### config.mk
export PLATFORM = sky130hd
export DESIGN_NAME = vde_front
export DESIGN_NICKNAME = d
export VERILOG_FILES = /design/src/hw/rtl/vector_distance_engine_macros.svh /design/src/hw/rtl/vde_pkg.sv /design/src/hw/rtl/vde_front.sv
export SDC_FILE = /design/constraint.sdc
export NUM_CORES = 2
export LEC_CHECK = 0
export BUFFER_PORTS_ARGS = -buffer_cell sky130_fd_sc_hd__buf_2
export CORE_ASPECT_RATIO = 1.75
export CORE_MARGIN = 4
export CORE_UTILIZATION = 45
export CTS_CLUSTER_DIAMETER = 40
export DETAILED_ROUTE_END_ITERATION = 12
export HOLD_SLACK_MARGIN = 0.03
export PLACE_DENSITY_LB_ADDON = 0.05
export SLEW_MARGIN = 20
export SYNTH_ARGS = -nofsm -noshare
export SYNTH_HDL_FRONTEND = slang
export SYNTH_SLANG_ARGS = --single-unit
### constraint.sdc
create_clock -name clk_i -period 5.7 [get_ports clk_i]
set_clock_uncertainty 0.1 [all_clocks]
set_input_delay 0.285 -clock clk_i [delete_from_list [all_inputs] [get_ports clk_i]]
set_output_delay 0.285 -clock clk_i [all_outputs]
set_load 0.005 [all_outputs]
### src/hw/rtl/vector_distance_engine_macros.svh
// ----------------------------------------------------------------------------
// vector_distance_engine_macros
// assertion helpers for the vector distance engine
// ----------------------------------------------------------------------------
`ifndef VECTOR_DISTANCE_ENGINE_MACROS_SVH
`define VECTOR_DISTANCE_ENGINE_MACROS_SVH

// implication checked on every rising clock edge outside reset
`define VDE_ASSERT_IMPL(label, clk, rst_n, ante, cons) \
  label: assert property (@(posedge clk) disable iff (!rst_n) (ante) |-> (cons)) \
    else $error("assertion failed");

// next-cycle implication outside reset
`define VDE_ASSERT_NEXT(label, clk, rst_n, ante, cons) \
  label: assert property (@(posedge clk) disable iff (!rst_n) (ante) |=> (cons)) \
    else $error("assertion failed");

`endif

### src/hw/rtl/vde_pkg.sv
// ----------------------------------------------------------------------------
// vde_pkg
// shared types and constants of the vector distance engine
// ----------------------------------------------------------------------------
`default_nettype none
package vde_pkg;

  localparam int unsigned ElemW = 16;
  localparam int unsigned AccW  = 48;
  localparam int unsigned DistW = 44;
  localparam int unsigned ProdW = 34;

  typedef enum logic [1:0] {
    METRIC_L2  = 2'd0,
    METRIC_COS = 2'd1,
    METRIC_IP  = 2'd2,
    METRIC_IP3 = 2'd3
  } metric_e;

  typedef struct packed {
    logic signed [ElemW-1:0] elem_a;
    logic signed [ElemW-1:0] elem_b;
    logic                    last;
  } in_word_t;

  typedef struct packed {
    logic signed [DistW-1:0] distance;
    logic                    saturated;
  } out_word_t;

  // terms handed from front to back
  typedef struct packed {
    logic signed [ProdW-1:0] prim;
    logic signed [ProdW-1:0] na;
    logic signed [ProdW-1:0] nb;
    logic                    use_norm;
    logic                    last;
    metric_e                 metric;
  } term_t;

endpackage
`default_nettype wire

### src/hw/rtl/vde_front.sv
// ----------------------------------------------------------------------------
// vde_front
// accepts element pairs, forms products and marks the vector end
// ----------------------------------------------------------------------------
`default_nettype none
module vde_front #(
  parameter int unsigned MaxDim = 1024
) (
  input  wire                   clk_i,
  input  wire                   rst_ni,
  input  wire  [1:0]            metric_i,
  input  wire                   in_valid_i,
  output logic                  in_ready_o,
  input  vde_pkg::in_word_t     in_data_i,
  output logic                  term_valid_o,
  input  wire                   term_ready_i,
  output vde_pkg::term_t        term_o
);
  import vde_pkg::*;

  localparam int unsigned CntW = (MaxDim > 1) ? $clog2(MaxDim) : 1;

  logic [CntW-1:0] cnt_q, cnt_d;
  logic            vld_q;
  term_t           term_q;
  logic            take, vlast;
  logic signed [ElemW:0] diff;
  metric_e         m;

  assign m          = metric_e'(metric_i);
  assign in_ready_o = !vld_q || term_ready_i;
  assign take       = in_valid_i && in_ready_o;
  assign vlast      = in_data_i.last || ({1'b0, cnt_q} >= (CntW+1)'(MaxDim - 1));
  assign diff       = (ElemW+1)'(in_data_i.elem_a) - (ElemW+1)'(in_data_i.elem_b);

  // element counter within a vector
  always_comb begin
    cnt_d = cnt_q;
    if (take) cnt_d = vlast ? '0 : cnt_q + 1'b1;
  end

  always_ff @(posedge clk_i or negedge rst_ni) begin
    if (!rst_ni) begin
      cnt_q <= '0;
      vld_q <= 1'b0;
    end else begin
      cnt_q <= cnt_d;
      if (take) vld_q <= 1'b1;
      else if (term_ready_i) vld_q <= 1'b0;
    end
  end

  // product register
  always_ff @(posedge clk_i) begin
    if (take) begin
      term_q.prim <= (m == METRIC_L2) ? ProdW'(diff * diff)
                                      : ProdW'(in_data_i.elem_a * in_data_i.elem_b);
      term_q.na       <= ProdW'(in_data_i.elem_a * in_data_i.elem_a);
      term_q.nb       <= ProdW'(in_data_i.elem_b * in_data_i.elem_b);
      term_q.use_norm <= (m == METRIC_COS);
      term_q.last     <= vlast;
      term_q.metric   <= m;
    end
  end

  assign term_valid_o = vld_q;
  assign term_o       = term_q;
endmodule
`default_nettype wire

==> flow_summary.toml <==
[synthesis]
synth_top_area_share = 0.4877
synth_top_cell_by_area = "sky130_fd_sc_hd__fa_1"
synthesis.area_per_instance_um2 = 9.452
synth.most_common_cell = "sky130_fd_sc_hd__inv_1"
synthesis.instances = 4395
mapped_area_mm2 = 0.04154
ys.flop_type = "sky130_fd_sc_hd__edfxtp_1"
synth.yosys.seq_area_share = 0.07891
synth_area_leaders = "sky130_fd_sc_hd__fa_1 49%, sky130_fd_sc_hd__inv_1 11%, sky130_fd_sc_hd__ha_1 11%"
most_used_standard_cells_in_the_synthesized_netlist = "1248 x sky130_fd_sc_hd__inv_1, 1012 x sky130_fd_sc_hd__fa_1, 447 x sky130_fd_sc_hd__nand2_1, 364 x sky130_fd_sc_hd__ha_1, 280 x sky130_fd_sc_hd__nor2_1"
yosysUniqueCellTypes = 88
ys_async_sr_fraction = 0.09910
ys_warn_count = 0
postSynthRegisterBits = 111
synth_edf_count = 100

[grt]
globalRouteTotalUtil = 0.2559
globalRoute.totalOverflow = 0
grt_antenna_before_repair = 6
grt_pass1_vias = 35790
gr-max-usage-layer = "met2"
grt_max_degree = 68
gr-usage-met3 = 0.01901
met2_demand_to_capacity_share_in_global_routing = 0.5102
grt.met1_usage = 0.2616
grt_pass1_wl_mm = 192.0

[clocking]
inserted_clock_buffers = 9
cts.reportedPaths.clkPinSlew_ns = 0.09
clock-root-buffer = "sky130_fd_sc_hd__clkbuf_16"
cts.sink_count = 111
cts_tree = "done"
clock_insertion_delay_worst_skew_ns = 0.46
htree_num_levels = 3
ctsLongestPathBuffers = 2

[critical_path]
worst_path_dominant_cell_family = "adder cells"
critical-path-max-stage-delay_ns = 0.54
crit-reg2reg-capture = "cnt_q[3]"
timing.critical_path.fanout_max = 6
reg2reg_slack_ns = 3.44
most_common_cell_on_crit_path = "sky130_fd_sc_hd__fa_1"
critical_path_class = "in -> reg"
timing.critical_path.buf_inv = 7
setup_crit_end_kind = "flip-flop"
critical_path.startpoint_type = "input port"
arrival_ns = 7.60
reg2reg_launch_point = "cnt_q[0]"
r2r.worst_path.cells = 9
worst_path_max_delay_cell = "sky130_fd_sc_hd__fa_1"
cp_data_required_time_ns = 5.80

[placement]
pre_cts_ws_ns = -2.532
post-dp-hpwl_mm = 102.3
port_buffers = 144
gp_congestion = 0.9249

[timing]
relative_max_transition_margin = 0.5818
finalSetupViolations = 43
achievable-frequency_mhz = 133.3
unrepaired_setup_endpoints_after_global_routing = "true"
part_of_the_cycle_the_worst_path_needs = 1.316
worst_margin_pin_slew_ns = 0.6273
report.final.hold_viol_count = 0
time_the_worst_path_needs_with_i_o_delays_and_setup_ns = 7.500
slew_violations = 0
setup_slack_ns = -1.800

[status]
status = "finished, violations left"
violations = "negative setup slack"

[route]
ant_nets = 0
final_wl_mm = 119.8
drc = 0
routed_via_density = 4.900
avgRoutedWirePerCell_um = 18.70
initial_drc_count = 1064
num_vias = 31407
drt_first_pass_iters = 5

[floorplanning]
chipWidth_um = 237.7
starting_density_of_the_core = 0.4526
std_cell_rows = 147
design.die.area_mm2 = 0.09743
die_y_um = 409.9
fp.coreArea_mm2 = 0.09178
boundary_pin_count = 147

[cells_and_area]
count_of_filler_cells_inserted_in_the_layout = 8412
drive_gt1_frac = 0.2519
synthesis_to_finish_area_growth_pct = 25.74
fin_nets = 6622

[min_path]
timing.hold.worst.class = "in -> async"

[run]
cap_viol_max_count = 0
layout by cell type (no fill, tap or decap), types with 12 or more instances in the layout:
| master | count |
|---|---|
| sky130_fd_sc_hd__inv_1 | 1187 |
| sky130_fd_sc_hd__fa_1 | 984 |
| sky130_fd_sc_hd__buf_4 | 674 |
| sky130_fd_sc_hd__nand2_1 | 411 |
| sky130_fd_sc_hd__ha_1 | 314 |
| sky130_fd_sc_hd__nor2_1 | 247 |
| sky130_fd_sc_hd__buf_2 | 132 |
| sky130_fd_sc_hd__edfxtp_1 | 100 |
| sky130_fd_sc_hd__xnor2_1 | 96 |
| sky130_fd_sc_hd__and2_1 | 94 |
| sky130_fd_sc_hd__buf_6 | 56 |
| sky130_fd_sc_hd__a21oi_1 | 54 |
| sky130_fd_sc_hd__inv_2 | 52 |
| sky130_fd_sc_hd__a21o_1 | 50 |
| sky130_fd_sc_hd__o21ai_0 | 50 |
| sky130_fd_sc_hd__buf_12 | 47 |
| sky130_fd_sc_hd__xor2_1 | 44 |
| sky130_fd_sc_hd__ha_4 | 43 |
| sky130_fd_sc_hd__a21oi_2 | 36 |
| sky130_fd_sc_hd__nand2b_1 | 34 |
| sky130_fd_sc_hd__fa_2 | 28 |
| sky130_fd_sc_hd__o21ai_1 | 26 |
| sky130_fd_sc_hd__nor2_2 | 23 |
| sky130_fd_sc_hd__nand3_1 | 23 |
| sky130_fd_sc_hd__nand2_2 | 21 |
| sky130_fd_sc_hd__a211oi_1 | 19 |
| sky130_fd_sc_hd__nor3_1 | 19 |
| sky130_fd_sc_hd__o21ai_2 | 16 |
| sky130_fd_sc_hd__nand2_4 | 14 |
| sky130_fd_sc_hd__o21a_1 | 14 |
| sky130_fd_sc_hd__and3_1 | 14 |
| sky130_fd_sc_hd__xnor2_2 | 13 |
| sky130_fd_sc_hd__buf_8 | 13 |
| sky130_fd_sc_hd__nor2b_1 | 12 |
flip-flops by register name, summed over array words and instances (netlist names):
register,flops
cnt_q,10
term_o,100
term_valid_o,1
layout make-up:
class                      count  area [um2]  share of cell area
clock buffer                  10       229.0            0.004383
multi-input combinational   2893       34740              0.6651
antenna                        5       12.51           0.0002395
clock inverter                 6       57.56            0.001102
inverter                    1262        4797             0.09183
tap                         1192        1491             0.02855
sequential                   111        3278             0.06276
timing repair buffer         930        7627              0.1460
through the flow:
stage | hold slack [ns] | cell area [um2] | cells | setup TNS, ns | util
floorplan | -0.1106 | 42450 | 4396 | -34.44 | -
global placement | 0.07685 | 49220 | 6296 | -80.82 | 0.5363
detailed placement | 0.07859 | 49220 | 6296 | -80.72 | 0.5363
CTS | 0.08180 | 51370 | 6374 | -37.18 | 0.5597
global route | 0.1259 | 52230 | 6408 | -47.71 | 0.5691
finish | 0.1092 | 52240 | 6409 | -35.86 | 0.5692
repair_timing:
item / in CTS / in global routing
cloned: 3 / 1
setup endpoints to repair: 54 / 56
pin swaps: 156 / 131
hold buffers: 5 / 0
setup buffers: 59 / 33
gates resized for setup: 311 / 180
endpoints found under the hold margin: 14 / 0
worst max-delay path by stage:
stage                     slack (ns)           from  cells past startpoint          end
after CTS                      -1.80  in_data_i[17]                     35  term_o[103]
after global routing           -2.11  in_data_i[17]                     33  term_o[105]
after floorplan                -1.86  in_data_i[17]                     35  term_o[104]
after global placement         -2.49  in_data_i[17]                     34  term_o[104]
final                          -1.80  in_data_i[17]                     33  term_o[104]
after detailed placement       -2.53  in_data_i[17]                     35  term_o[104]
routing by layer:
layer  up-vias  part of all wire
met5         -                 0
met4         0             0.061
met3       238             0.019
met2       492              0.58
met1     16123              0.34
li1      14554                 -
cell families after synthesis:
family                     share of synthesized area
adders and majority gates                     0.5973
xor gates and xnor gates                     0.03289
and+or+nand+nor                               0.1036
other                                     0.00009027
muxes                                      0.0007830
AOI/OAI and AO/OA                            0.05957
buffers and inverters                         0.1268
DFF                                          0.07891
Power is left out: the tool's default activity adds up to more than one toggle a clock period on the data nets, which glitch-free logic cannot reach.
