### config.mk
export PLATFORM = sky130hd
export DESIGN_NAME = vde_back
export DESIGN_NICKNAME = d
export VERILOG_FILES = /design/src/hw/rtl/vector_distance_engine_macros.svh /design/src/hw/rtl/vde_pkg.sv /design/src/hw/rtl/vde_back.sv
export SDC_FILE = /design/constraint.sdc
export NUM_CORES = 2
export LEC_CHECK = 0
export BUFFER_PORTS_ARGS = -buffer_cell sky130_fd_sc_hd__buf_4
export CORE_UTILIZATION = 35
export DETAILED_ROUTE_END_ITERATION = 10
export GPL_TIMING_DRIVEN = 1
export PLACE_DENSITY = 0.53
export RECOVER_POWER = 100
export REMOVE_ABC_BUFFERS = 1
export SYNTH_ARGS = -nofsm -noshare
export SYNTH_HDL_FRONTEND = slang
export SYNTH_SLANG_ARGS = --single-unit
### constraint.sdc
create_clock -name clk_i -period 18.35 [get_ports clk_i]
set_input_delay 4.5875 -clock clk_i [delete_from_list [all_inputs] [get_ports clk_i]]
set_output_delay 4.5875 -clock clk_i [all_outputs]
set_load 0.005 [all_outputs]
### src/hw/rtl/vector_distance_engine_macros.svh
// ----------------------------------------------------------------------------
// vector_distance_engine_macros
// assertion helpers for the vector distance engine
// ----------------------------------------------------------------------------
`ifndef VECTOR_DISTANCE_ENGINE_MACROS_SVH
`define VECTOR_DISTANCE_ENGINE_MACROS_SVH

// implication checked on every rising clock edge outside reset
`define VDE_ASSERT_IMPL(label, clk, rst_n, ante, cons) \
  label: assert property (@(posedge clk) disable iff (!rst_n) (ante) |-> (cons)) \
    else $error("assertion failed");

// next-cycle implication outside reset
`define VDE_ASSERT_NEXT(label, clk, rst_n, ante, cons) \
  label: assert property (@(posedge clk) disable iff (!rst_n) (ante) |=> (cons)) \
    else $error("assertion failed");

`endif

### src/hw/rtl/vde_pkg.sv
// ----------------------------------------------------------------------------
// vde_pkg
// shared types and constants of the vector distance engine
// ----------------------------------------------------------------------------
`default_nettype none
package vde_pkg;

  localparam int unsigned ElemW = 16;
  localparam int unsigned AccW  = 48;
  localparam int unsigned DistW = 44;
  localparam int unsigned ProdW = 34;

  typedef enum logic [1:0] {
    METRIC_L2  = 2'd0,
    METRIC_COS = 2'd1,
    METRIC_IP  = 2'd2,
    METRIC_IP3 = 2'd3
  } metric_e;

  typedef struct packed {
    logic signed [ElemW-1:0] elem_a;
    logic signed [ElemW-1:0] elem_b;
    logic                    last;
  } in_word_t;

  typedef struct packed {
    logic signed [DistW-1:0] distance;
    logic                    saturated;
  } out_word_t;

  // terms handed from front to back
  typedef struct packed {
    logic signed [ProdW-1:0] prim;
    logic signed [ProdW-1:0] na;
    logic signed [ProdW-1:0] nb;
    logic                    use_norm;
    logic                    last;
    metric_e                 metric;
  } term_t;

endpackage
`default_nettype wire

### src/hw/rtl/vde_back.sv
// ----------------------------------------------------------------------------
// vde_back
// accumulates terms and finishes each vector, with root and divide for cosine
// ----------------------------------------------------------------------------
`default_nettype none
module vde_back (
  input  wire                 clk_i,
  input  wire                 rst_ni,
  input  wire                 term_valid_i,
  output logic                term_ready_o,
  input  vde_pkg::term_t      term_i,
  output logic                out_valid_o,
  input  wire                 out_ready_i,
  output vde_pkg::out_word_t  out_data_o
);
  import vde_pkg::*;

  typedef enum logic [4:0] {
    ST_ACC  = 5'b00001,
    ST_SQA  = 5'b00010,
    ST_SQB  = 5'b00100,
    ST_MUL  = 5'b01000,
    ST_DIV  = 5'b10000
  } state_e;

  localparam logic signed [AccW-1:0] AccMax = {1'b0, {(AccW-1){1'b1}}};
  localparam logic signed [AccW-1:0] AccMin = {1'b1, {(AccW-1){1'b0}}};
  localparam logic signed [AccW+1:0] OutMax = (AccW+2)'((64'd1 << (DistW-1)) - 1);
  localparam logic signed [AccW+1:0] OutMin = -(AccW+2)'(64'd1 << (DistW-1));
  localparam logic [AccW-1:0] One = AccW'(64'd1 << 24);

  state_e state_q;
  logic signed [AccW-1:0] p_q, a_q, b_q;
  logic sat_q;
  logic [AccW-1:0] x_q, res_q, bit_q, ra_q, rb_q, den_q, rem_q, mag_q;
  logic [23:0] q_q;
  logic [4:0]  i_q;
  logic        neg_q;
  logic        ovld_q;
  out_word_t   odat_q;

  // saturating add
  function automatic logic [AccW:0] sadd(logic signed [AccW-1:0] acc,
                                         logic signed [ProdW-1:0] t);
    logic signed [AccW:0] r;
    r = (AccW+1)'(acc) + (AccW+1)'(t);
    if (r > (AccW+1)'(AccMax)) return {1'b1, AccMax};
    if (r < (AccW+1)'(AccMin)) return {1'b1, AccMin};
    return {1'b0, r[AccW-1:0]};
  endfunction

  logic [AccW:0] sp, sa, sb;
  logic take, can_emit;
  logic div_busy, emit_dir, emit_cos;
  logic [AccW-1:0] trial;
  logic signed [AccW+1:0] v;
  logic [AccW:0] rsh;

  assign sp = sadd(p_q, term_i.prim);
  assign sa = sadd(a_q, term_i.na);
  assign sb = sadd(b_q, term_i.nb);
  assign can_emit = !ovld_q || out_ready_i;
  assign term_ready_o = (state_q == ST_ACC) && (!term_i.last || term_i.metric == METRIC_COS
                        || can_emit);
  assign take = term_valid_i && term_ready_o;
  assign trial = res_q + bit_q;
  assign rsh = {rem_q, 1'b0};

  // result launch points
  assign div_busy = (i_q < 5'd24) && (den_q != '0) && (mag_q < den_q);
  assign emit_dir = (state_q == ST_ACC) && take && term_i.last
                    && (term_i.metric != METRIC_COS);
  assign emit_cos = (state_q == ST_DIV) && !div_busy && can_emit;

  // final value for direct metrics
  always_comb begin
    if (term_i.metric == METRIC_L2) v = (AccW+2)'($signed(sp[AccW-1:0]));
    else v = -(AccW+2)'($signed(sp[AccW-1:0]));
  end

  always_ff @(posedge clk_i or negedge rst_ni) begin
    if (!rst_ni) begin
      state_q <= ST_ACC;
      p_q <= '0; a_q <= '0; b_q <= '0; sat_q <= 1'b0;
      ovld_q <= 1'b0;
    end else begin
      if (emit_dir || emit_cos) ovld_q <= 1'b1;
      else if (out_ready_i) ovld_q <= 1'b0;
      unique case (state_q)
        ST_ACC: if (take) begin
          if (!term_i.last) begin
            p_q <= sp[AccW-1:0];
            sat_q <= sat_q | sp[AccW] | (term_i.use_norm & (sa[AccW] | sb[AccW]));
            if (term_i.use_norm) begin
              a_q <= sa[AccW-1:0]; b_q <= sb[AccW-1:0];
            end
          end else if (term_i.metric == METRIC_COS) begin
            p_q <= sp[AccW-1:0];
            sat_q <= sat_q | sp[AccW] | sa[AccW] | sb[AccW];
            x_q <= sa[AccW-1] ? '0 : sa[AccW-1:0];
            b_q <= sb[AccW-1:0];
            res_q <= '0; bit_q <= AccW'(64'd1 << 46);
            state_q <= ST_SQA;
          end else begin
            // emit direct result
            odat_q.distance <= (v > OutMax) ? DistW'(OutMax) :
                               (v < OutMin) ? DistW'(OutMin) : DistW'(v);
            odat_q.saturated <= sat_q | sp[AccW] | (v > OutMax) | (v < OutMin)
                                | (term_i.use_norm & (sa[AccW] | sb[AccW]));
            p_q <= '0; a_q <= '0; b_q <= '0; sat_q <= 1'b0;
          end
        end
        // root of norm a, then of norm b, one digit per cycle
        ST_SQA, ST_SQB: begin
          if (!bit_q[0]) begin
            if (x_q >= trial) begin
              x_q <= x_q - trial; res_q <= (res_q >> 1) + bit_q;
            end else res_q <= res_q >> 1;
            bit_q <= bit_q >> 2;
          end else if (state_q == ST_SQA) begin
            ra_q <= (x_q >= trial) ? (res_q >> 1) + bit_q : res_q >> 1;
            x_q <= b_q[AccW-1] ? '0 : b_q;
            res_q <= '0; bit_q <= AccW'(64'd1 << 46);
            state_q <= ST_SQB;
          end else begin
            rb_q <= (x_q >= trial) ? (res_q >> 1) + bit_q : res_q >> 1;
            state_q <= ST_MUL;
          end
        end
        ST_MUL: begin
          den_q <= AccW'(ra_q[23:0] * rb_q[23:0]);
          neg_q <= p_q[AccW-1];
          mag_q <= p_q[AccW-1] ? AccW'(-p_q) : AccW'(p_q);
          rem_q <= p_q[AccW-1] ? AccW'(-p_q) : AccW'(p_q);
          q_q <= '0; i_q <= '0;
          state_q <= ST_DIV;
        end
        ST_DIV: begin
          if (div_busy) begin
            if (rsh >= {1'b0, den_q}) begin
              rem_q <= AccW'(rsh - {1'b0, den_q}); q_q <= {q_q[22:0], 1'b1};
            end else begin
              rem_q <= rsh[AccW-1:0]; q_q <= {q_q[22:0], 1'b0};
            end
            i_q <= i_q + 1'b1;
          end else if (can_emit) begin
            odat_q.saturated <= sat_q;
            if (den_q == '0) odat_q.distance <= DistW'(One);
            else if (mag_q >= den_q)
              odat_q.distance <= neg_q ? DistW'(One << 1) : '0;
            else odat_q.distance <= neg_q ? DistW'(One + AccW'(q_q))
                                          : DistW'(One - AccW'(q_q));
            p_q <= '0; a_q <= '0; b_q <= '0; sat_q <= 1'b0;
            state_q <= ST_ACC;
          end
        end
        default: state_q <= ST_ACC;
      endcase
    end
  end

  assign out_valid_o = ovld_q;
  assign out_data_o  = odat_q;
endmodule
`default_nettype wire

==> impl_metrics.py <==
metrics = {
    "worst_hold_path": {
        "hp-class": "flip-flop to flip-flop",
        "worstHoldStart": "a_q[9]",
        "hold_depth": 2,
    },
    "outcome": {
        "status": "finished, violations left",
        "violations": "max-capacitance violations, max-slew violations",
    },
    "setup_path": {
        "crit-reg2reg-launch": "bit_q[0]",
        "crit_type": "primary input to flip-flop",
        "crit_path_start": "term_i[90]",
        "critPathMaxFanout": 28,
        "worstSetupStartpointType": "primary input",
        "crit_path_end_kind": "flip-flop",
        "required_ps": 18650,
        "cp.arrival_ps": 14920,
        "r2r_cells": 27,
    },
    "synthesis": {
        "syn_avg_cell_area_sq_um": 9.05,
        "yosysWarnings": 0,
        "synthFlopType": "edfxtp_1",
        "ys_seq_elements": 538,
        "ys_seq_area_frac": 0.259,
        "synthesis.area_sq_um": 59400,
        "syn_inst": 6564,
        "synth_edf_count": 387,
        "ys_types": 104,
        "async_flop_share": 0.281,
    },
    "clocking": {
        "clk_path_buf_depth": 3,
        "cts-buffers-inserted": 68,
        "cts_setup_buffers": 0,
        "cts_max_level": 3,
        "cts_root_buffer": "clkbuf_16",
        "path_clk_slew_ps": 60,
        "clock_latency_ps": 670,
        "cts_tree": "done",
        "holdBufCountCts": 0,
        "clock_sinks": 538,
        "cts-resized-gates": 0,
    },
    "global_route": {
        "grt_max_degree": 94,
        "antenna_found_initial": 4,
        "grt_first_pass_wirelength_mm": 285,
        "track_usage": 0.214,
        "grt.overflow.total": 0,
        "grt_pass1_vias": 48800,
    },
    "cells_and_area": {
        "synthToLayoutAreaGrowth_pct": 9.51,
        "final_cell_mix": "740 x nand2_1, 642 x inv_1, 516 x ha_1",
        "final_core_util": 0.388,
        "layout_commonest_cell": "nand2_1",
        "final_nets": 7708,
        "drive_above_1_share": 0.0583,
        "num-fill-cells": 17000,
    },
    "sta": {
        "slew_violations": 1070,
        "worst_clock_skew_ps": 19.9,
        "min_period_over_period": 0.797,
        "relSlewSlack": -2.27,
        "fin_ws_ps": 3730,
        "layout_min_cycle_time_ps": 14620,
        "rsz0062_at_grt": "no",
        "hold_violations": 0,
        "worst_pin_slew_ps": 4900,
        "fmax_mhz": 68.4,
        "setup_viol": 0,
        "finalSetupTns_ps": 0,
    },
    "pwr": {
        "power_switching_share": 0.481,
        "pwr-share-clk": 0.137,
        "ir_drop_v": 0.000156,
        "p_seq_frac": 0.200,
        "p_comb_frac": 0.663,
        "p_switching_mw": 5.05,
        "internal_power_mw": 5.45,
        "power_mw": 10.5,
        "leakage_nw": 28.5,
        "power_density_nw_per_um2": 161,
    },
    "placement": {
        "gp_congestion": 0.914,
        "numPortBuffers": 156,
        "dp_hpwl_mm": 140,
        "place_ws_ps": 5620,
    },
    "routing": {
        "post_drt_wl_per_cell_um": 20.6,
        "vias": 48200,
        "first_pass_iters": 6,
        "vias_per_cell": 5.44,
        "routed_wl_mm": 183,
        "drc_errors": 0,
        "first_iter_violations": 3368,
        "antenna_left": 0,
    },
    "floorplan": {
        "die_x_um": 414,
        "start_util": 0.354,
        "io_pins": 157,
        "core_area_sq_um": 168000,
        "die_area_sq_um": 171000,
        "die_h_um": 414,
        "num_rows": 150,
    },
    "run": {
        "maxCapViolCount": 22,
    },
}
sequential cells by signal (all words and copies together), names as in the netlist, 45 cells and up:
register    count
a_q            48
rem_q          48
res_q          48
mag_q          48
x_q            48
out_data_o     45
p_q            48
den_q          48
b_q            48
synthesized netlist by cell type, types with 10 or more instances:
library cell / instances / share of area
a2111oi_0: 11 / 0.0016
a211o_1: 12 / 0.0018
a211oi_1: 40 / 0.0051
a21boi_0: 17 / 0.0021
a21o_1: 171 / 0.022
a21oi_1: 463 / 0.039
a221o_1: 53 / 0.0089
a22o_1: 37 / 0.0055
a22oi_1: 35 / 0.0044
a31o_2: 19 / 0.0028
a31oi_1: 53 / 0.0056
and2_1: 323 / 0.034
and3_1: 47 / 0.0050
buf_2: 26 / 0.0022
clkbuf_1: 246 / 0.016
dfrtp_1: 150 / 0.063
edfxtp_1: 387 / 0.20
fa_1: 487 / 0.16
ha_1: 516 / 0.11
inv_1: 642 / 0.041
maj3_1: 24 / 0.0040
mux2_2: 10 / 0.0019
mux2i_1: 12 / 0.0020
nand2_1: 740 / 0.047
nand2b_1: 62 / 0.0065
nand3_1: 67 / 0.0056
nand4_1: 62 / 0.0065
nor2_1: 419 / 0.026
nor2b_1: 65 / 0.0068
nor3_1: 84 / 0.0071
nor4_1: 43 / 0.0045
o211ai_1: 37 / 0.0047
o21a_1: 55 / 0.0070
o21ai_0: 341 / 0.029
o21ai_1: 29 / 0.0024
o21bai_1: 64 / 0.0081
o22ai_1: 21 / 0.0022
o31ai_1: 25 / 0.0032
o41ai_1: 12 / 0.0018
or2_2: 17 / 0.0018
or3_1: 36 / 0.0038
or4_1: 16 / 0.0020
xnor2_1: 252 / 0.037
xor2_1: 174 / 0.026
final timing paths:
check	endpoint	slack, ps
max	out_data_o[36]	3730
min	a_q[9]	490
max reg2reg	x_q[7]	6180
min reg2reg	a_q[9]	490
max in group asynchronous	p_q[2]	9020
min in group asynchronous	b_q[39]	4730
metal layers:
metal	share of wire	global-route usage	vias to the layer above	wire, um
met2	0.47	0.356	1167	86200
met3	0.044	0.0252	245	8000
met5	0	0	-	0
met4	0.029	0.0600	0	5250
met1	0.46	0.291	24000	83200
li1	-	-	22800	-
critical path, cell delays in order:
cell and delay, ps:
clkbuf_4 110, ha_1 430, a21oi_1 350, o21ai_0 230, or2_2 350, nor3_1 290
a211oi_1 260, o211ai_1 400, a21oi_1 240, o211ai_2 220, clkbuf_1 1090, nor2_1 290
a21oi_1 330, ha_1 440, nand3b_1 190, and3b_1 320, or4b_1 440, or4_1 560
a32oi_1 290, o2bb2ai_1 140, a31oi_1 440, a21oi_1 120, o21ai_0 210, and4bb_1 320
a21oi_1 1890, o21ai_0 350
layout make-up:
type,count,area [sq um],share of cell area
multi-input cells,5102,40500,0.622
flip-flops and latches,538,15400,0.237
well taps,2204,2760,0.0424
inverters,642,2410,0.0371
clock buffers,83,1810,0.0278
repair buffers,243,1680,0.0258
clock inverters,42,510,0.00785
diodes,2,5.00,0.0000770
cell families (layout without fill, tap and decap cells):
family	after synthesis	after routing	synth area share
adder cells (fa/ha/maj)	1027	1027	0.277
XOR/XNOR	426	426	0.0628
AND/OR/NAND/NOR	2027	2027	0.164
multiplexers	22	22	0.00392
flip-flops	538	538	0.259
AO/OA/AOI/OAI	1600	1600	0.174
buffers and inverters	924	1010	0.0593
other	0	2	0
per-stage QoR:
step	hold WS [ps]	instances	area, sq um
4_1_cts	491	8854	65300
2_1_floorplan	454	6282	58300
3_3_place_gp	468	8729	63000
3_5_place_dp	478	8729	63000
6_report	487	8856	65000
5_1_grt	507	8854	65000
power groups by stage:
stage / Combinational (mW) / Clock (mW) / Sequential [mW]
6_report: 6.96 / 1.44 / 2.10
5_1_grt: 7.76 / 1.51 / 2.12
4_1_cts: 7.01 / 1.47 / 2.09
3_5_place_dp: 6.96 / 0 / 2.11
3_3_place_gp: 6.92 / 0 / 2.12
2_1_floorplan: 5.01 / 0 / 2.00
No activity file was read; power rests on OpenSTA's default activity.
