`src/hw/rtl/vector_distance_engine_macros.svh`:
```
// ----------------------------------------------------------------------------
// vector_distance_engine_macros
// assertion helpers for the vector distance engine
// ----------------------------------------------------------------------------
`ifndef VECTOR_DISTANCE_ENGINE_MACROS_SVH
`define VECTOR_DISTANCE_ENGINE_MACROS_SVH

// implication checked on every rising clock edge outside reset
`define VDE_ASSERT_IMPL(label, clk, rst_n, ante, cons) \
  label: assert property (@(posedge clk) disable iff (!rst_n) (ante) |-> (cons)) \
    else $error("assertion failed");

// next-cycle implication outside reset
`define VDE_ASSERT_NEXT(label, clk, rst_n, ante, cons) \
  label: assert property (@(posedge clk) disable iff (!rst_n) (ante) |=> (cons)) \
    else $error("assertion failed");

`endif

```
`src/hw/rtl/vde_pkg.sv`:
```
// ----------------------------------------------------------------------------
// vde_pkg
// shared types and constants of the vector distance engine
// ----------------------------------------------------------------------------
`default_nettype none
package vde_pkg;

  localparam int unsigned ElemW = 16;
  localparam int unsigned AccW  = 48;
  localparam int unsigned DistW = 44;
  localparam int unsigned ProdW = 34;

  typedef enum logic [1:0] {
    METRIC_L2  = 2'd0,
    METRIC_COS = 2'd1,
    METRIC_IP  = 2'd2,
    METRIC_IP3 = 2'd3
  } metric_e;

  typedef struct packed {
    logic signed [ElemW-1:0] elem_a;
    logic signed [ElemW-1:0] elem_b;
    logic                    last;
  } in_word_t;

  typedef struct packed {
    logic signed [DistW-1:0] distance;
    logic                    saturated;
  } out_word_t;

  // terms handed from front to back
  typedef struct packed {
    logic signed [ProdW-1:0] prim;
    logic signed [ProdW-1:0] na;
    logic signed [ProdW-1:0] nb;
    logic                    use_norm;
    logic                    last;
    metric_e                 metric;
  } term_t;

endpackage
`default_nettype wire

```
`src/hw/rtl/vde_queue.sv`:
```
// ----------------------------------------------------------------------------
// vde_queue
// two-entry queue between the front and the back
// ----------------------------------------------------------------------------
`default_nettype none
module vde_queue (
  input  wire             clk_i,
  input  wire             rst_ni,
  input  wire             wr_valid_i,
  output logic            wr_ready_o,
  input  vde_pkg::term_t  wr_data_i,
  output logic            rd_valid_o,
  input  wire             rd_ready_i,
  output vde_pkg::term_t  rd_data_o
);
  import vde_pkg::*;

  term_t      mem_q [2];
  logic       wp_q, rp_q;
  logic [1:0] cnt_q;
  logic       wr, rd;

  assign wr_ready_o = (cnt_q != 2'd2);
  assign rd_valid_o = (cnt_q != 2'd0);
  assign wr = wr_valid_i && wr_ready_o;
  assign rd = rd_valid_o && rd_ready_i;
  assign rd_data_o = mem_q[rp_q];

  // storage
  always_ff @(posedge clk_i) begin
    if (wr) mem_q[wp_q] <= wr_data_i;
  end

  // pointers and fill count
  always_ff @(posedge clk_i or negedge rst_ni) begin
    if (!rst_ni) begin
      wp_q <= 1'b0; rp_q <= 1'b0; cnt_q <= '0;
    end else begin
      if (wr) wp_q <= !wp_q;
      if (rd) rp_q <= !rp_q;
      cnt_q <= cnt_q + {1'b0, wr} - {1'b0, rd};
    end
  end
endmodule
`default_nettype wire

```
`config.mk`:
```
export PLATFORM = sky130hd
export DESIGN_NAME = vde_queue
export DESIGN_NICKNAME = d
export VERILOG_FILES = /design/src/hw/rtl/vector_distance_engine_macros.svh /design/src/hw/rtl/vde_pkg.sv /design/src/hw/rtl/vde_queue.sv
export SDC_FILE = /design/constraint.sdc
export NUM_CORES = 1
export LEC_CHECK = 0
export BUFFER_PORTS_ARGS = -buffer_cell sky130_fd_sc_hd__buf_2
export CORE_UTILIZATION = 55
export CTS_CLUSTER_DIAMETER = 100
export DETAILED_ROUTE_END_ITERATION = 8
export PLACE_DENSITY = 0.87
export RECOVER_POWER = 25
export SYNTH_ARGS = -nofsm -noshare
export SYNTH_HDL_FRONTEND = slang
export SYNTH_SLANG_ARGS = --single-unit
```
`constraint.sdc`:
```
create_clock -name clk_i -period 8.8 [get_ports clk_i]
set_input_delay 0.88 -clock clk_i [delete_from_list [all_inputs] [get_ports clk_i]]
set_output_delay 0.88 -clock clk_i [all_outputs]
set_load 0.03 [all_outputs]
```
==> results of run 1 <==
==> logic make-up after synthesis <==
| logic type | Yosys count | synth area share, % |
|---|---|---|
| muxes | 106 | 16.4 |
| adders and majority gates | 1 | 0.157 |
| buffers and inverters | 12 | 1.14 |
| DFF | 216 | 81.0 |
| xor gates and xnor gates | 3 | 0.329 |
| and+or+nand+nor | 11 | 0.737 |
| AOI/OAI and AO/OA | 3 | 0.298 |
==> power groups by stage <==
| stage | Clock, mW | Sequential [mW] | Combinational [mW] |
|---|---|---|---|
| floorplan | 0 | 1.50 | 1.03 |
| global placement | 0 | 1.53 | 1.26 |
| detailed placement | 0 | 1.54 | 1.28 |
| CTS | 0.856 | 1.52 | 1.29 |
| global route | 0.898 | 1.54 | 1.34 |
| finish | 0.836 | 1.52 | 1.27 |
==> worst max-delay path: stages (launching register included) <==
cell and delay, ns:
dfrtp_4 0.90, buf_4 0.79, mux2_2 0.43, buf_2 0.18
==> synth_stat cells <==
| library cell | instances | share of area [%] |
|---|---|---|
| buf_2 | 7 | 0.44 |
| nand3_1 | 1 | 0.063 |
| nand2b_1 | 1 | 0.078 |
| mux2_2 | 76 | 11 |
| o21ai_0 | 1 | 0.063 |
| edfxtp_1 | 212 | 80 |
| xnor2_1 | 3 | 0.33 |
| nor2_1 | 3 | 0.14 |
| a311oi_1 | 1 | 0.11 |
| and3_1 | 1 | 0.078 |
| mux2_4 | 30 | 5.6 |
| nand2_1 | 2 | 0.094 |
| o21ba_2 | 1 | 0.13 |
| nor2b_1 | 1 | 0.078 |
| nor4bb_1 | 1 | 0.13 |
| or2_2 | 1 | 0.078 |
| dfrtp_1 | 4 | 1.3 |
| ha_1 | 1 | 0.16 |
| buf_6 | 5 | 0.71 |
==> state kept, by name, indices dropped and copies added (netlist names) <==
| signal | count |
|---|---|
| wp_q | 1 |
| mem_q | 212 |
| rp_q | 1 |
| cnt_q | 2 |
==> metrics by stage <==
step,worst slack [ns],area [um^2],std cells
detailed placement,5.59,9250,741
finish,5.10,9880,780
floorplan,2.85,7990,352
CTS,5.07,9900,778
global route,4.95,9880,779
global placement,5.62,9250,741
==> path summary, 6_finish.rpt <==
check,from,endpoint,slack [ns],cells past startpoint
hold / removal,rst_ni,cnt_q[1]$_DFF_PN0_,0.23,1
min in group clk_i,wp_q$_DFFE_PN0P_,wp_q$_DFFE_PN0P_,0.58,1
hold reg to reg,wp_q$_DFFE_PN0P_,wp_q$_DFFE_PN0P_,0.58,1
max in group asynchronous,rst_ni,rp_q$_DFFE_PN0P_,8.33,1
setup / recovery,rp_q$_DFFE_PN0P_,rd_data_o[4],5.10,3
setup reg to reg,cnt_q[0]$_DFF_PN0_,mem_q[0][36]$_DFFE_PP_,6.28,5
==> cells in the final DEF (no fill, tap or decap), types with 2 or more instances in the layout <==
cell,netlist,layout
clkinv_2,0,4
mux2_4,30,30
buf_2,7,196
clkinv_1,0,6
edfxtp_1,212,212
xnor2_1,3,3
dfrtp_1,4,3
bufinv_16,0,2
diode_2,0,2
clkbuf_16,0,21
nand2_1,2,2
clkbuf_1,0,23
buf_4,0,4
mux2_2,76,76
nor2_1,3,2
==> per-layer routing <==
metal,wire (um),track usage (%),vias to the layer above
met5,0,0,-
met2,7330,32.7,168
met4,289,6.17,0
met1,5380,21.6,1985
li1,-,-,1868
met3,1140,5.11,31
==> area by class of cell <==
type                            count  area [um^2]  share of cell area [%]
Sequential cell                   216         6470                    65.5
Multi-Input combinational cell    124         1440                    14.6
Timing Repair Buffer              221         1090                    11.0
Clock buffer                       23          533                    5.39
Tap cell                          180          225                    2.28
Clock inverter                     14          119                    1.20
Antenna cell                        2         5.00                  0.0506
==> results.tsv, run 1 <==
stage	metric	value	unit
status	outcome	finished clean	
timing	Slew headroom	45.1	%
clock_network	CTS root buf	clkbuf_16	
detailed_routing	Vias/cell	5.19	
detailed_routing	remaining antenna violation count	0	
power_and_ir_drop	VDD IR-drop max	0.269	mV
global_routing	global-route wire length before repair	20700	um
power_and_ir_drop	Clk pwr share	23.0	%
clock_network	CTS tree	done	
timing	Setup Skew	0.0129	ns
floorplan	site row count	43	
timing	crit share post-route	42.1	%
global_routing	vias in the first global route	4256	
place	DP HPWL	9390	um
global_routing	Total Routing Usage GR	18.5	%
logic_synthesis	Synth cell types	19	
place	PortBufs	217	
detailed_routing	vias post-DR	4052	
global_routing	aggregate global routing overflow	0	
place	gpl congestion	0.761	
final_layout	Syn-to-layout area delta	23.8	%
detailed_routing	initial detailed-routing violation count	196	
detailed_routing	drt total wl	14100	um
timing	final hold vios	0	
critical_path	WS Path Type	flop to primary output	
clock_network	CTS H-tree lvls	1	
logic_synthesis	Syn Nets	463	
logic_synthesis	Yosys reg bits	216	
clock_network	Clock Latency Late Sink	0.48	ns
power_and_ir_drop	total power	3.63	mW
critical_path	crit end category	primary output	
clock_network	Worst-path clk slew	0.06	ns
power_and_ir_drop	Flop pwr share	41.9	%
power_and_ir_drop	Pleak	3.74	nW
flow_run	max cap viols	0	
timing	Setup Viol. Count Final	0	
global_routing	largest net degree at the start of global routing	59	
final_layout	nets@finish	695	
floorplan	Die Wd	122	um
timing	Setup TNS Final	0	ns
critical_path	required time worst endpoint	7.92	ns
final_layout	share of post-route cells with drive strength above 1	56.9	%
detailed_routing	Avg WL per Cell	18.1	um
floorplan	die height	122	um
critical_path	Worst EP arrival	2.82	ns
timing	Fmax	270	MHz
logic_synthesis	Netlist Area Pre-Place	0.00799	mm^2
hold_path	Worst Hold Class	input port to asynchronous set/reset pin	
power_and_ir_drop	Psw	1.26	mW
floorplan	IO Count	218	
clock_network	clk sinks	216	
floorplan	core area	0.0140	mm^2
clock_network	Clock Path Buffers	3	
timing	WHS	0.232	ns
detailed_routing	TritonRoute pass-1 iters	4	
critical_path	CP max FO	56	
power_and_ir_drop	internal power	2.37	mW
logic_synthesis	Post-Synthesis Cells	352	
power_and_ir_drop	combinational fraction of design power	35.1	%
logic_synthesis	yosys warns	0	
timing	crit path time final	3.70	ns
global_routing	antenna violations before repair	1	
clock_network	hold buffers post-CTS	0	
detailed_routing	Residual DRC	0	
final_layout	final core area utilization	70.4	%
timing	Worst-Margin Slew	0.824	ns
logic_synthesis	post-synthesis area per instance	22.7	um^2
timing	fin. max-slew vios	0	
power_and_ir_drop	power density over the cells	367	mW/mm^2
floorplan	Initial Utilization	56.9	%
floorplan	Die Area	0.0150	mm^2
logic_synthesis	sequential area share after synthesis	81.0	%
final_layout	fillers	885	
timing	RSZ-0062 raised after global routing	false	
clock_network	CTS Buf Count	21	
clock_network	PostCTS Resize Cnt	0	
power_and_ir_drop	Sw Ratio	34.8	%
clock_network	Post-CTS Setup Bufs	0	
critical_path	crit path launch type	flop	
Note: power is estimated with default switching activity, not from simulation.
==> inputs of run 2 (changes only) <==
Settings changed: CORE_UTILIZATION 55 to 47, PLACE_DENSITY 0.87 to 0.8.
Clock period 8.8 ns to 3 ns, I/O delays scaled along.
==> run 2 against run 1 <==
Against the previous run:
- count of clock-buffer cells in the layout up 6
- utilization down 4.3 points
- wire length up 14%
- sequential power rose to 2.8 times the previous value
- combinational power rose to 3.2 times the previous value
- cell count up 18%
- critical path depth unchanged
- setup slack worse by 4.4 ns
- clock skew up 0.0050 ns
- flip-flop and latch count unchanged
- clock power rose to 3.0 times the previous value
- final area up 11%
- critical endpoint is now rd_data_o[1]
- largest cell class unchanged
==> results.tsv, run 2 (same netlist as run 1, synthesis figures left out) <==
stage	metric	value	unit	change
final_layout	share of post-route cells with drive strength above 1	44.4	%	-12 points
critical_path	critical path cell sequence	buf_4 > mux2_2 > buf_2		
clock_network	Clock Path Buffers	3		unchanged
power_and_ir_drop	VDD IR-drop max	0.651	mV	+140%
final_layout	most frequent cells in the layout	edfxtp_1, buf_2, dlygate4sd3_1		
critical_path	CP max FO	39		-30%
place	PortBufs	217		unchanged
final_layout	fillers	1164		+32%
final_layout	Top reg by flops	mem_q		
clock_network	CTS Buf Count	22		+4.8%
power_and_ir_drop	Pleak	4.11	nW	+9.8%
critical_path	Worst EP arrival	2.02	ns	-0.80 ns
timing	Setup Viol. Count Final	0		unchanged
clock_network	Clock Latency Late Sink	0.49	ns	about the same
global_routing	aggregate global routing overflow	0		unchanged
detailed_routing	vias post-DR	4480		+11%
floorplan	die height	132	um	+8.0%
detailed_routing	Avg WL per Cell	17.6	um	-3.1%
detailed_routing	drt total wl	16200	um	+14%
global_routing	vias in the first global route	5037		+18%
detailed_routing	remaining antenna violation count	0		unchanged
clock_network	Worst-path clk slew	0.06	ns	about the same
timing	RSZ-0062 raised after global routing	false		
global_routing	largest net degree at the start of global routing	107		+81%
critical_path	required time worst endpoint	2.70	ns	-5.22 ns
place	DP HPWL	9530	um	+1.5%
power_and_ir_drop	total power	10.9	mW	+200%
floorplan	Die Area	0.0175	mm^2	+17%
critical_path	Slowest cell on crit path	buf_4		
detailed_routing	Vias/cell	4.86		-6.4%
timing	Worst-Margin Slew	0.612	ns	-0.213 ns
clock_network	CTS root buf	clkbuf_16		
floorplan	Die Wd	132	um	+8.0%
final_layout	area of the multi-input gates	0.00144	mm^2	unchanged
status	outcome	finished clean		
place	gpl congestion	0.743		-2.4%
final_layout	Syn-to-layout area delta	37.3	%	
detailed_routing	Residual DRC	0		unchanged
final_layout	antenna cells	0		-2
clock_network	CTS tree	done		
detailed_routing	TritonRoute pass-1 iters	4		unchanged
timing	crit path time final	2.32	ns	
critical_path	crit end category	primary output		
final_layout	nets@finish	798		+15%
final_layout	most common cell after layout, fill and taps aside	edfxtp_1		
floorplan	core area	0.0166	mm^2	+18%
timing	Fmax	431	MHz	
timing	fin. max-slew vios	0		unchanged
clock_network	PostCTS Resize Cnt	0		unchanged
global_routing	antenna violations before repair	0		-1
timing	Setup TNS Final	0	ns	unchanged
clock_network	CTS H-tree lvls	1		unchanged
global_routing	Total Routing Usage GR	18.5	%	+0.053 points
floorplan	IO Count	218		unchanged
final_layout	Regs by FF count	mem_q: 212 flops, cnt_q: 2 flops		
detailed_routing	initial detailed-routing violation count	267		+36%
timing	crit share post-route	77.3	%	
clock_network	Post-CTS Setup Bufs	0		unchanged
floorplan	Initial Utilization	48.2	%	-8.7 points
floorplan	site row count	47		+9.3%
critical_path	crit path launch type	flop		
critical_path	WS Path Type	flop to primary output		
flow_run	max cap viols	0		unchanged
power_and_ir_drop	power density over the cells	994	mW/mm^2	+170%
global_routing	global-route wire length before repair	25300	um	+22%
clock_network	clk sinks	216		unchanged
timing	Setup Skew	0.0179	ns	+0.00496 ns
critical_path	peak per-stage delay on the critical path	0.49	ns	-0.41 ns
timing	final hold vios	0		unchanged
hold_path	Worst Hold Class	input port to flop		
final_layout	max FFs per register	212		unchanged
timing	Slew headroom	59.2	%	+14 points
final_layout	FF/Latch Area	0.00647	mm^2	unchanged
-- run 2: cell count changes in the layout (fill, tap and decap cells not counted) --
cell | before | now
buf_12 | 0 | 3
buf_2 | 196 | 167
buf_4 | 4 | 2
bufinv_16 | 2 | 1
clkbuf_1 | 23 | 54
clkbuf_16 | 21 | 23
clkbuf_2 | 0 | 2
clkinv_2 | 4 | 1
clkinvlp_4 | 1 | 0
diode_2 | 2 | 0
dlygate4sd3_1 | 0 | 101
-- run 2: cell type report --
| cell class | count | area share [%] |
|---|---|---|
| Sequential cell | 216 | 59.0 |
| Timing Repair Buffer | 323 | 19.3 |
| Multi-Input combinational cell | 124 | 13.1 |
| Clock buffer | 29 | 5.46 |
| Tap cell | 220 | 2.51 |
| Clock inverter | 9 | 0.605 |
-- run 2: layer usage --
metal	GRT usage, %	routed length [um]
met1	20.2	5930
met3	4.34	987
met2	34.7	8700
met4	6.70	556
met5	0	0
-- run 2: worst paths after layout --
kind,start,end,slack (ns),cells after the start
hold / removal,wr_data_i[75],mem_q[0][75]$_DFFE_PP_,0.05,1
setup reg to reg,cnt_q[0]$_DFF_PN0_,mem_q[1][81]$_DFFE_PP_,1.18,3
max in group asynchronous,rst_ni,rp_q$_DFFE_PN0P_,2.58,2
setup / recovery,rp_q$_DFFE_PN0P_,rd_data_o[1],0.68,3
hold reg to reg,wp_q$_DFFE_PN0P_,wp_q$_DFFE_PN0P_,0.56,1
min in group asynchronous,rst_ni,wp_q$_DFFE_PN0P_,0.19,2
-- run 2: per-stage QoR --
| stage | hold slack [ns] | cell area (um^2) | cells | setup slack, ns | utilization (%) |
|---|---|---|---|---|---|
| detailed placement | 0.116 | 9350 | 782 | 1.18 | 56.4 |
| global route | 0.0382 | 11000 | 921 | 0.605 | 66.1 |
| global placement | 0.113 | 9350 | 782 | 1.22 | 56.4 |
| finish | 0.0493 | 11000 | 921 | 0.681 | 66.1 |
| floorplan | 0.00441 | 7990 | 352 | 0.0888 | - |
| CTS | 0.000476 | 11000 | 917 | 0.651 | 66.2 |
-- run 2: critical path: cells and delay by family, from the launching register on --
family / cells / cell delay, ns
buffers and inverters: 2 / 0.67
flip-flops: 1 / 0.42
multiplexers: 1 / 0.40
-- run 2: repair_timing --
action                     CTS  global route
setup endpoints to repair    0             0
hold buffers                97             4
hold endpoints to repair   192             7
-- run 2: where the power goes --
| group | internal (mW) | leakage (nW) | switching [mW] |
|---|---|---|---|
| sequential | 4.13 | 2.02 | 0.185 |
| clock | 1.48 | 0.322 | 1.03 |
| combinational | 1.48 | 1.77 | 2.59 |
==> inputs of run 3 (changes only) <==
Settings changed: CORE_UTILIZATION 47 to 52, PLACE_DENSITY 0.8 to 0.83.
Clock period 3 ns to 2.4 ns, I/O delays scaled along.
==> run 3 against run 2 <==
Against the previous run:
- sequential share of layout area is 0.90 points lower
- die area shrank 9.5%
- first-iteration DRC count rose by 10%
- critical path depth did not move
- clock power is 37% higher
- flip-flop and latch count stayed put
- sequential power increased by 25%
- non-clock buffer count grew 8
- count of clock-buffer cells in the layout down 1
==> results.tsv, run 3 (same netlist as run 1, synthesis figures left out) <==
stage	metric	value	unit	change
status	outcome	finished clean		
clock_network	CTS root buf	clkbuf_16		
critical_path	Worst EP arrival	2.00	ns	-0.02 ns
final_layout	most frequent cells in the layout	edfxtp_1, buf_2, dlygate4sd3_1		
timing	WHS	0.0427	ns	-0.00656 ns
global_routing	vias in the first global route	4974		-1.3%
timing	Slew headroom	65.0	%	+5.8 points
flow_run	max cap viols	0		unchanged
clock_network	Worst-path clk slew	0.06	ns	about the same
hold_path	Worst Hold Class	input port to flop		
global_routing	Total Routing Usage GR	21.3	%	+2.8 points
floorplan	die height	126	um	-4.9%
global_routing	largest net degree at the start of global routing	68		-36%
clock_network	Clock Latency Late Sink	0.50	ns	about the same
floorplan	core area	0.0148	mm^2	-11%
detailed_routing	vias post-DR	4559		+1.8%
power_and_ir_drop	power density over the cells	1260	mW/mm^2	+27%
power_and_ir_drop	Pleak	4.22	nW	+2.6%
timing	fin. max-slew vios	0		unchanged
final_layout	nets@finish	807		+1.1%
final_layout	Regs by FF count	mem_q: 212 flops, cnt_q: 2 flops		
final_layout	fin cells	900		-2.3%
clock_network	Post-CTS Setup Bufs	0		unchanged
detailed_routing	drt total wl	16900	um	+4.5%
timing	Worst-Margin Slew	0.524	ns	-0.0872 ns
critical_path	CP max FO	40		+2.6%
place	PortBufs	217		unchanged
timing	Setup Viol. Count Final	0		unchanged
clock_network	CTS Buf Count	23		+4.5%
place	DP HPWL	9110	um	-4.4%
detailed_routing	Vias/cell	5.07		+4.1%
final_layout	Top reg by flops	mem_q		
clock_network	PostCTS Resize Cnt	0		unchanged
global_routing	global-route wire length before repair	25800	um	+2.0%
final_layout	share of post-route cells with drive strength above 1	45.7	%	+1.4 points
clock_network	CTS tree	done		
final_layout	Syn-to-layout area delta	39.4	%	
global_routing	aggregate global routing overflow	0		unchanged
floorplan	Die Wd	126	um	-4.9%
detailed_routing	initial detailed-routing violation count	295		+10%
clock_network	clk sinks	216		unchanged
final_layout	most common cell after layout, fill and taps aside	edfxtp_1		
place	Cells after DPL	748		-4.3%
detailed_routing	remaining antenna violation count	0		unchanged
floorplan	Die Area	0.0159	mm^2	-9.5%
place	gpl congestion	0.742		-0.11%
power_and_ir_drop	VDD IR-drop max	0.938	mV	+44%
floorplan	site row count	44		-6.4%
detailed_routing	Residual DRC	0		unchanged
timing	Fmax	446	MHz	
critical_path	required time worst endpoint	2.16	ns	-0.54 ns
global_routing	antenna violations before repair	1		+1
timing	final hold vios	0		unchanged
clock_network	CTS H-tree lvls	1		unchanged
detailed_routing	TritonRoute pass-1 iters	4		unchanged
detailed_routing	Avg WL per Cell	18.8	um	+6.9%
critical_path	WS Path Type	flop to primary output		
floorplan	Initial Utilization	54.1	%	+6.0 points
final_layout	fillers	880		-24%
timing	crit path time final	2.24	ns	
floorplan	IO Count	218		unchanged
critical_path	crit end category	primary output		
critical_path	crit path launch type	flop		
final_layout	max FFs per register	212		unchanged
timing	RSZ-0062 raised after global routing	false		
timing	Setup Skew	0.00760	ns	-0.0103 ns
timing	crit share post-route	93.3	%	
clock_network	Clock Path Buffers	3		unchanged
-- run 3: changes by cell type in the layout (fill, tap and decap cells not counted), sizes merged --
cell,delta
bufinv,+2
dlygate4sd3,+6
buf,+6
inv,+1
clkinv,+2
diode,+3
clkbuf,-5
-- run 3: per-layer routing --
metal  part of all wire (%)  vias up  track usage, %  wire, um
li1                       -     2097               -         -
met1                     38     2223            24.7      6460
met5                      0        -               0         0
met3                    7.1       41            5.99      1200
met4                    2.7        0            7.51       463
met2                     52      198            37.7      8780
-- run 3: path summary, 6_finish.rpt --
check / start / to / slack (ns) / cells past startpoint
min reg2reg: wp_q$_DFFE_PN0P_ / wp_q$_DFFE_PN0P_ / 0.60 / 1
max in group asynchronous: rst_ni / rp_q$_DFFE_PN0P_ / 2.01 / 2
max: rp_q$_DFFE_PN0P_ / rd_data_o[20] / 0.16 / 3
min in group asynchronous: rst_ni / cnt_q[1]$_DFF_PN0_ / 0.17 / 2
min: rd_ready_i / rp_q$_DFFE_PN0P_ / 0.04 / 3
max reg2reg: cnt_q[0]$_DFF_PN0_ / mem_q[1][96]$_DFFE_PP_ / 0.63 / 3
-- run 3: layout make-up --
cell class                 instances  area (um^2)  area share [%]
antenna                            3         7.51          0.0674
clock buffer                      28          594            5.34
clock inverter                    14          145            1.30
multi-input combinational        124         1460            13.1
sequential                       216         6470            58.1
tap                              184          230            2.07
timing repair buffer             331         2230            20.0
-- run 3: per-stage QoR --
stage	utilization (%)	worst slack [ns]	cell area, um^2	TNS [ns]	power, mW
global placement	63.5	0.695	9370	0	10.4
CTS	75.8	0.160	11200	0	14.1
floorplan	-	-0.275	8010	-31.22	9.19
finish	75.4	0.160	11100	0	14.1
global route	75.4	0.0820	11100	0	14.6
detailed placement	63.5	0.660	9370	0	10.5
-- run 3: worst max-delay path, cell delays in order, from the launching register on --
cell and delay (ns):
dfrtp_4 0.42, buf_4 0.46, mux2_2 0.42, buf_2 0.19
-- run 3: report_power, final --
part / switching [mW] / internal [mW] / leakage [nW]
Sequential: 0.241 / 5.16 / 2.02
Combinational: 3.30 / 1.93 / 1.83
Clock: 1.36 / 2.09 / 0.368
Total: 4.90 / 9.17 / 4.22
-- run 3: repair_timing --
action / CTS / global route
endpoints found under the setup margin: 0 / 0
hold endpoints to repair: 216 / 0
hold buffers: 107 / 0
